<file path="src/gma_pkg.sv">
`default_nettype none

package gma_pkg;

  localparam int SampleWidth = 16;
  localparam int NumChan     = 5;
  localparam int NumGroup    = 3;
  localparam int ChanW       = $clog2(NumChan);
  localparam int GroupW      = $clog2(NumGroup);
  localparam int WinW        = 7;
  localparam int CfgIdxW     = 2;
  localparam int QuoStepW    = $clog2(SampleWidth);

  // register indexes
  localparam logic [CfgIdxW-1:0] CfgVelocityWindow = 2'd0;
  localparam logic [CfgIdxW-1:0] CfgAccelWindow    = 2'd1;
  localparam logic [CfgIdxW-1:0] CfgYawRateWindow  = 2'd2;

  // group codes
  localparam logic [GroupW-1:0] GrpVelocity = 2'd0;
  localparam logic [GroupW-1:0] GrpAccel    = 2'd1;
  localparam logic [GroupW-1:0] GrpYawRate  = 2'd2;

  // channel codes
  localparam logic [ChanW-1:0] ChVelLong = 3'd0;
  localparam logic [ChanW-1:0] ChVelLat  = 3'd1;
  localparam logic [ChanW-1:0] ChAccLong = 3'd2;
  localparam logic [ChanW-1:0] ChAccLat  = 3'd3;
  localparam logic [ChanW-1:0] ChYawRate = 3'd4;

  typedef struct packed {
    logic signed [SampleWidth-1:0] vel_long_in;
    logic signed [SampleWidth-1:0] vel_lat_in;
    logic signed [SampleWidth-1:0] acc_long_in;
    logic signed [SampleWidth-1:0] acc_lat_in;
    logic signed [SampleWidth-1:0] yaw_rate_in;
  } in_item_t;

  typedef struct packed {
    logic signed [SampleWidth-1:0] vel_long_avg;
    logic signed [SampleWidth-1:0] vel_lat_avg;
    logic signed [SampleWidth-1:0] acc_long_avg;
    logic signed [SampleWidth-1:0] acc_lat_avg;
    logic signed [SampleWidth-1:0] yaw_rate_avg;
  } out_item_t;

  typedef enum logic [2:0] {
    StIdle,
    StChStart,
    StChSum,
    StChDiv,
    StChQuo,
    StOutWait
  } gma_state_t;

  typedef struct packed {
    logic             load_in;
    logic             pass_store;
    logic             rd_issue;
    logic             acc_sum;
    logic             div_step;
    logic             div_done;
    logic             finish;
    logic [ChanW-1:0] chan;
  } gma_cmd_t;

  typedef struct packed {
    logic pass;
    logic out_free;
  } gma_status_t;

  function automatic logic [GroupW-1:0] chan_group(input logic [ChanW-1:0] c);
    logic [GroupW-1:0] g;
    case (c)
      ChVelLong, ChVelLat: g = GrpVelocity;
      ChAccLong, ChAccLat: g = GrpAccel;
      default:             g = GrpYawRate;
    endcase
    return g;
  endfunction

endpackage

`default_nettype wire

</file>
<file path="src/gma_ctrl.sv">
`default_nettype none

module gma_ctrl (
  input  wire logic                 clk,
  input  wire logic                 rst,
  input  wire logic                 in_valid,
  output logic                      in_stall,
  input  wire gma_pkg::gma_status_t status,
  output gma_pkg::gma_cmd_t         cmd
);

  import gma_pkg::*;

  localparam logic [ChanW-1:0]    LastChan = ChanW'(NumChan - 1);
  localparam logic [QuoStepW-1:0] LastStep = QuoStepW'(SampleWidth - 1);

  gma_state_t          state, state_next;
  logic [ChanW-1:0]    chan, chan_next;
  logic [QuoStepW-1:0] step, step_next;

  always_ff @(posedge clk) begin
    if (rst) begin
      state <= StIdle;
      chan  <= '0;
      step  <= '0;
    end else begin
      state <= state_next;
      chan  <= chan_next;
      step  <= step_next;
    end
  end

  always_comb begin
    state_next = state;
    chan_next  = chan;
    step_next  = step;
    cmd        = '0;
    cmd.chan   = chan;
    in_stall   = 1'b1;
    case (state)
      StIdle: begin
        in_stall = 1'b0;
        if (in_valid) begin
          cmd.load_in = 1'b1;
          chan_next   = '0;
          state_next  = StChStart;
        end
      end
      StChStart: begin
        if (status.pass) begin
          cmd.pass_store = 1'b1;
          if (chan == LastChan) begin
            state_next = StOutWait;
          end else begin
            chan_next = chan + 1'b1;
          end
        end else begin
          cmd.rd_issue = 1'b1;
          state_next   = StChSum;
        end
      end
      StChSum: begin
        cmd.acc_sum = 1'b1;
        step_next   = '0;
        state_next  = StChDiv;
      end
      StChDiv: begin
        cmd.div_step = 1'b1;
        step_next    = step + 1'b1;
        if (step == LastStep) begin
          state_next = StChQuo;
        end
      end
      StChQuo: begin
        cmd.div_done = 1'b1;
        if (chan == LastChan) begin
          state_next = StOutWait;
        end else begin
          chan_next  = chan + 1'b1;
          state_next = StChStart;
        end
      end
      StOutWait: begin
        if (status.out_free) begin
          cmd.finish = 1'b1;
          state_next = StIdle;
        end
      end
      default: begin
        state_next = StIdle;
      end
    endcase
  end

endmodule

`default_nettype wire

</file>
<file path="config.mk">
export PLATFORM = sky130hd
export DESIGN_NAME = gma_ctrl
export DESIGN_NICKNAME = d
export VERILOG_FILES = /design/src/gma_pkg.sv /design/src/gma_ctrl.sv
export SDC_FILE = /design/constraint.sdc
export NUM_CORES = 1
export LEC_CHECK = 0
export BUFFER_PORTS_ARGS = -buffer_cell sky130_fd_sc_hd__buf_2
export CAP_MARGIN = 20
export CORE_ASPECT_RATIO = 0.75
export CORE_MARGIN = 2
export CORE_UTILIZATION = 25
export DETAILED_ROUTE_END_ITERATION = 8
export SYNTH_ARGS = -nofsm -noshare
export SYNTH_HDL_FRONTEND = slang
export SYNTH_SLANG_ARGS = --single-unit
</file>
<file path="constraint.sdc">
create_clock -name clk -period 1.8 [get_ports clk]
set_clock_uncertainty 0.05 [all_clocks]
set_input_delay 0.36 -clock clk [delete_from_list [all_inputs] [get_ports clk]]
set_output_delay 0.36 -clock clk [all_outputs]
set_load 0.02 [all_outputs]
</file>
# Word-level counts from Yosys, hierarchy flattened
# Cells that the tools add are included.
# Widths: inputs -> output; s select.
[totals]
ff_bits = 10
output_inout_bits = 11
word_cells = 45
[op_classes]
add_sub_neg = 2
eq_ne = 12
mux = 23
n_reduce_logical = 5
[ops]
columns = ["operator", "count"]
rows = [
  ["$mux 3", 9],
  ["$pmux 3 s6", 1],
  ["$mux 1", 10],
  ["$eq 3x3->1 const B", 3],
  ["$pmux 3 s3", 1],
  ["$ne 2x2->1 const B", 4],
  ["$pmux 4 s2", 1],
  ["$eq 3x2->1 const B", 2],
  ["$add 4x1->4 const B", 1],
  ["$eq 4x4->1 const B", 1],
  ["$reduce_and 4->1", 1],
  ["$add 3x1->3 const B", 1],
  ["$eq 3x1->1 const B", 1],
  ["$logic_not 3->1", 1],
  ["$ne 3x3->1 const B", 1],
  ["$reduce_and 3->1", 1],
  ["$reduce_bool 3->1", 1],
  ["$mux 2", 1],
  ["$reduce_bool 2->1", 1],
]

# Depth between registers and ports, before layout
[depth]
word_depth = 4
ltp_mapped = 6
ltp_nobuf = 6

# Worst setup path before layout
# No wires, ideal clock.
[synth_timing]
path_kind = "register to register"
start = "reg chan[0]"
end = "reg chan[1]"
setup_time_ns = 0.123
t_arrival_ns = 1.627
slack_ns = 0.000
stages_incl_launch_ff = 7
path_buffers = 0
synth_period_minus_slack_ns = 1.800
cell_sequence = "dfxtp_1 > inv_1 > ha_1 > and2_1 > o21a_2 > nor3_2 > mux2_1"
[synth_via]
elab_chain_len = 4
word_cells_on_any_way = 5
[synth_rtl]
columns = ["element", "line_no", "rtl"]
rows = [
  ["start: declaration", "gma_ctrl.sv:18", "logic [ChanW-1:0] chan, chan_next;"],
  ["start signal: assignment", "gma_ctrl.sv:28", "chan <= chan_next;"],
  ["$add 3x1->3 or $eq 3x3->1 (tied branches)", "-", ""],
  ["$mux 3 (*)", "gma_ctrl.sv:52, gma_ctrl.sv:76", ""],
  ["$mux 3", "gma_ctrl.sv:50", "if (status.pass) begin"],
  ["$pmux 3 s3 (*)", "gma_ctrl.sv:40", "case (state)"],
]
# Mark *: on every way between the ends. The rest lies on a longest branch, timed or not. The select of a mux whose other input is x is not followed.
# A chain may end at the register's enable or synchronous reset.

==> load_flow_metrics.sql <==
INSERT INTO impl_metrics (metric_group, metric, value, unit) VALUES
('critical_path', 'timing.critical_path.arrival', '1340', 'ps'),
('logic_synthesis', 'ys_async_sr_fraction', '0', '%'),
('cells_and_area', 'final_layout_size_suffix_gt1_share', '33.7', '%'),
('logic_synthesis', 'syn_area_per_cell', '8.39', 'um^2'),
('floorplan', 'die_area', '0.00330', 'mm^2'),
('pwr', 'power.density', '806', 'mW/mm^2'),
('cells_and_area', 'nets', '111', ''),
('placement', 'io_buffer_count', '15', ''),
('logic_synthesis', 'yosys_warnings', '0', ''),
('global_routing', 'grt_max_degree', '15', ''),
('floorplan', 'die_width', '65.7', 'um'),
('drt', 'drt-total-wl', '1630', 'um'),
('logic_synthesis', 'synth_enable_flop_cells', '0', ''),
('clocking', 'tritoncts_clock_tree', 'done', ''),
('timing', 'fmax', '573', 'MHz'),
('critical_path', 'end_kind', 'primary output', ''),
('pwr', 'power_switching_share', '32.7', '%'),
('pwr', 'switching_power', '0.230', 'mW'),
('clocking', 'clk_pin_slew_worst_paths', '50', 'ps'),
('drt', 'drt_iter0_drc', '20', ''),
('timing', 'finalWorstPathRequiredPeriod', '1750', 'ps'),
('cells_and_area', 'area.growth.synth_to_final', '22.3', '%'),
('clocking', 'clkLatencyLatePin', '240', 'ps'),
('clocking', 'clk_path_buf_depth', '2', ''),
('logic_synthesis', 'mappedNetlistNets', '93', ''),
('timing', 'maxSlewViolCount', '0', ''),
('timing', 'slew_headroom', '78.5', '%'),
('global_routing', 'initial_antenna_violation_count', '0', ''),
('pwr', 'comb_power_share', '28.3', '%'),
('timing', 'hold_slack', '380', 'ps'),
('floorplan', 'initial_utilization', '26.8', '%'),
('timing', 'layout_setup_ws', '53.7', 'ps'),
('pwr', 'internal_power', '0.473', 'mW'),
('drt', 'routed_wire_length_per_instance', '11.9', 'um'),
('pwr', 'irDropWorstVdd', '0.481', 'mV'),
('clocking', 'clk_root_buffer_cell', 'sky130_fd_sc_hd__clkbuf_8', ''),
('clocking', 'htreeDepth', '1', ''),
('status', 'outcome', 'complete, no violations', ''),
('min_path', 'timing.hold.worst.class', 'input port to flip-flop', ''),
('logic_synthesis', 'yosys_register_bits', '10', ''),
('cells_and_area', 'layout_commonest_cell', 'sky130_fd_sc_hd__buf_2', ''),
('cells_and_area', 'layout.cells.most_common_list', '15 x sky130_fd_sc_hd__buf_2, 11 x sky130_fd_sc_hd__nor2_1, 7 x sky130_fd_sc_hd__inv_1', ''),
('critical_path', 'timing_worst_setup_path_type', 'flip-flop to primary output', ''),
('pwr', 'total_leakage_power', '0.372', 'nW'),
('logic_synthesis', 'post_synth_num_cell_types', '40', ''),
('drt', 'antenna_violating_nets_post_route', '0', ''),
('drt', 'post-route-drc-count', '0', ''),
('logic_synthesis', 'synth-seq-area-share', '28.1', '%'),
('placement', 'postPlaceCellArea', '818', 'um^2'),
('timing', 'fin_setup_tns', '0', 'ps'),
('placement', 'dp_hpwl', '1230', 'um'),
('logic_synthesis', 'instance_count_of_the_mapped_netlist', '85', ''),
('floorplan', 'fp.coreArea', '0.00266', 'mm^2'),
('floorplan', 'num_rows', '16', ''),
('placement', 'gp_congestion', '0.795', ''),
('global_routing', 'globalRoute.totalOverflow', '0', ''),
('clocking', 'clock_sink_count', '10', ''),
('run', 'drv_cap', '0', ''),
('placement', 'place_ws', '77.1', 'ps'),
('timing', 'final-setup-viol-count', '0', ''),
('floorplan', 'die_height', '50.3', 'um'),
('cells_and_area', 'fillerInstances', '281', ''),
('drt', 'avgViaCountPerCell', '4.80', ''),
('global_routing', 'global_route.usage.total', '10.3', '%'),
('timing', 'setup_repair_after_global_routing_missed_its_margin', 'false', ''),
('pwr', 'clock_share_of_power', '33.4', '%'),
('timing', 'hold_viol_final', '0', ''),
('logic_synthesis', 'synth_top_flop_cell', 'sky130_fd_sc_hd__dfxtp_1', ''),
('critical_path', 'critical_path_required', '1390', 'ps'),
('cells_and_area', 'post_route_cell_area', '872', 'um^2'),
('timing', 'worst_slew_pin_slew', '323', 'ps'),
('floorplan', 'boundaryPins', '16', ''),
('clocking', 'number_of_cts_inserted_buffers', '3', ''),
('critical_path', 'critical_path_peak_fanout', '12', ''),
('global_routing', 'first_global_vias', '570', ''),
('logic_synthesis', 'netlist_area', '713', 'um^2'),
('critical_path', 'setup.worst_path.start_class', 'flip-flop', ''),
('drt', 'drt-pass1-iter-count', '4', ''),
('pwr', 'part_of_the_total_power_dissipated_in_sequential_elements', '38.3', '%'),
('cells_and_area', 'antenna_diode_count', '0', ''),
('global_routing', 'first_pass_grt_wire_length', '2590', 'um'),
('timing', 'layout_worst_path_cycle_share', '97.0', '%'),
('drt', 'dr_total_vias', '657', '');
## layer usage
metal  GRT usage [%]  wire length (um)  part of all wire [%]  vias to the layer above
li1                -                 -                     -                      343
met1            12.7               831                    51                      299
met2            16.5               714                    44                       13
met3            4.04                80                   4.9                        2
met4            3.13                 2                  0.12                        0
met5               0                 0                     0                        -
## final cells by class
class	count	area, um^2	area share (%)
inverters	7	26.3	3.01
well taps	36	45.0	5.16
flip-flops and latches	10	205	23.5
repair buffers	18	97.6	11.2
multi-input cells	63	457	52.4
clock buffers	3	41.3	4.73
## flip-flops by register name, summed over array words and instances, names as in the netlist
name   flops
chan       3
state      3
step       4
## through the flow
| stage | power, mW | instances | utilization, % |
|---|---|---|---|
| after floorplan | 0.417 | 85 | - |
| after global placement | 0.461 | 134 | 30.7 |
| after detailed placement | 0.465 | 134 | 30.7 |
| after CTS | 0.702 | 137 | 32.4 |
| after global routing | 0.740 | 137 | 32.8 |
| final | 0.703 | 137 | 32.8 |
## worst max-delay path, cell delays in order (launching register included)
cell and delay [ps]:
sky130_fd_sc_hd__dfxtp_2 470, sky130_fd_sc_hd__inv_1 100, sky130_fd_sc_hd__nor3_1 300, sky130_fd_sc_hd__buf_2 230
## power by group through the flow
| stage | combinational [mW] | clock, mW | sequential (mW) |
|---|---|---|---|
| 6_report | 0.199 | 0.235 | 0.269 |
| 5_1_grt | 0.219 | 0.250 | 0.272 |
| 4_1_cts | 0.195 | 0.240 | 0.267 |
| 3_5_place_dp | 0.194 | 0 | 0.270 |
| 3_3_place_gp | 0.192 | 0 | 0.269 |
| 2_1_floorplan | 0.163 | 0 | 0.254 |
## Yosys cell counts (2+ instances only)
cell type / count / area, um^2
sky130_fd_sc_hd__nor2_1: 11 / 41.3
sky130_fd_sc_hd__dfxtp_1: 10 / 200
sky130_fd_sc_hd__inv_1: 7 / 26.3
sky130_fd_sc_hd__a21oi_1: 5 / 25.0
sky130_fd_sc_hd__nor3_1: 5 / 25.0
sky130_fd_sc_hd__nand2_1: 4 / 15.0
sky130_fd_sc_hd__ha_1: 3 / 37.5
sky130_fd_sc_hd__nand4_1: 3 / 18.8
sky130_fd_sc_hd__and2_1: 2 / 12.5
sky130_fd_sc_hd__buf_6: 2 / 22.5
sky130_fd_sc_hd__mux2i_1: 2 / 20.0
sky130_fd_sc_hd__nand3b_1: 2 / 15.0
sky130_fd_sc_hd__o21ai_1: 2 / 10.0
## final timing paths
path	startpoint	end	slack (ps)	cells after the start
setup / recovery	state[2]	cmd[4]	50	3
hold / removal	in_valid	state[0]	380	2
setup reg to reg	chan[0]	chan[1]	110	6
hold reg to reg	step[3]	step[3]	450	2
## cell families after synthesis
family	Yosys count	synth area share, %
buffers and inverters	12	9.12
and+or+nand+nor	38	32.5
xor gates and xnor gates	1	1.23
muxes	3	4.39
adders and majority gates	3	5.26
AOI/OAI and AO/OA	18	19.5
DFF	10	28.1
## what timing repair did
item | 4_1_cts | 5_1_grt
setup endpoints to repair | 4 | 4
pin swaps | 0 | 1
buffers inserted | 0 | 0
resized for setup | 2 | 3
hold buffers | 0 | 0
(Power assumes the default switching activity.)
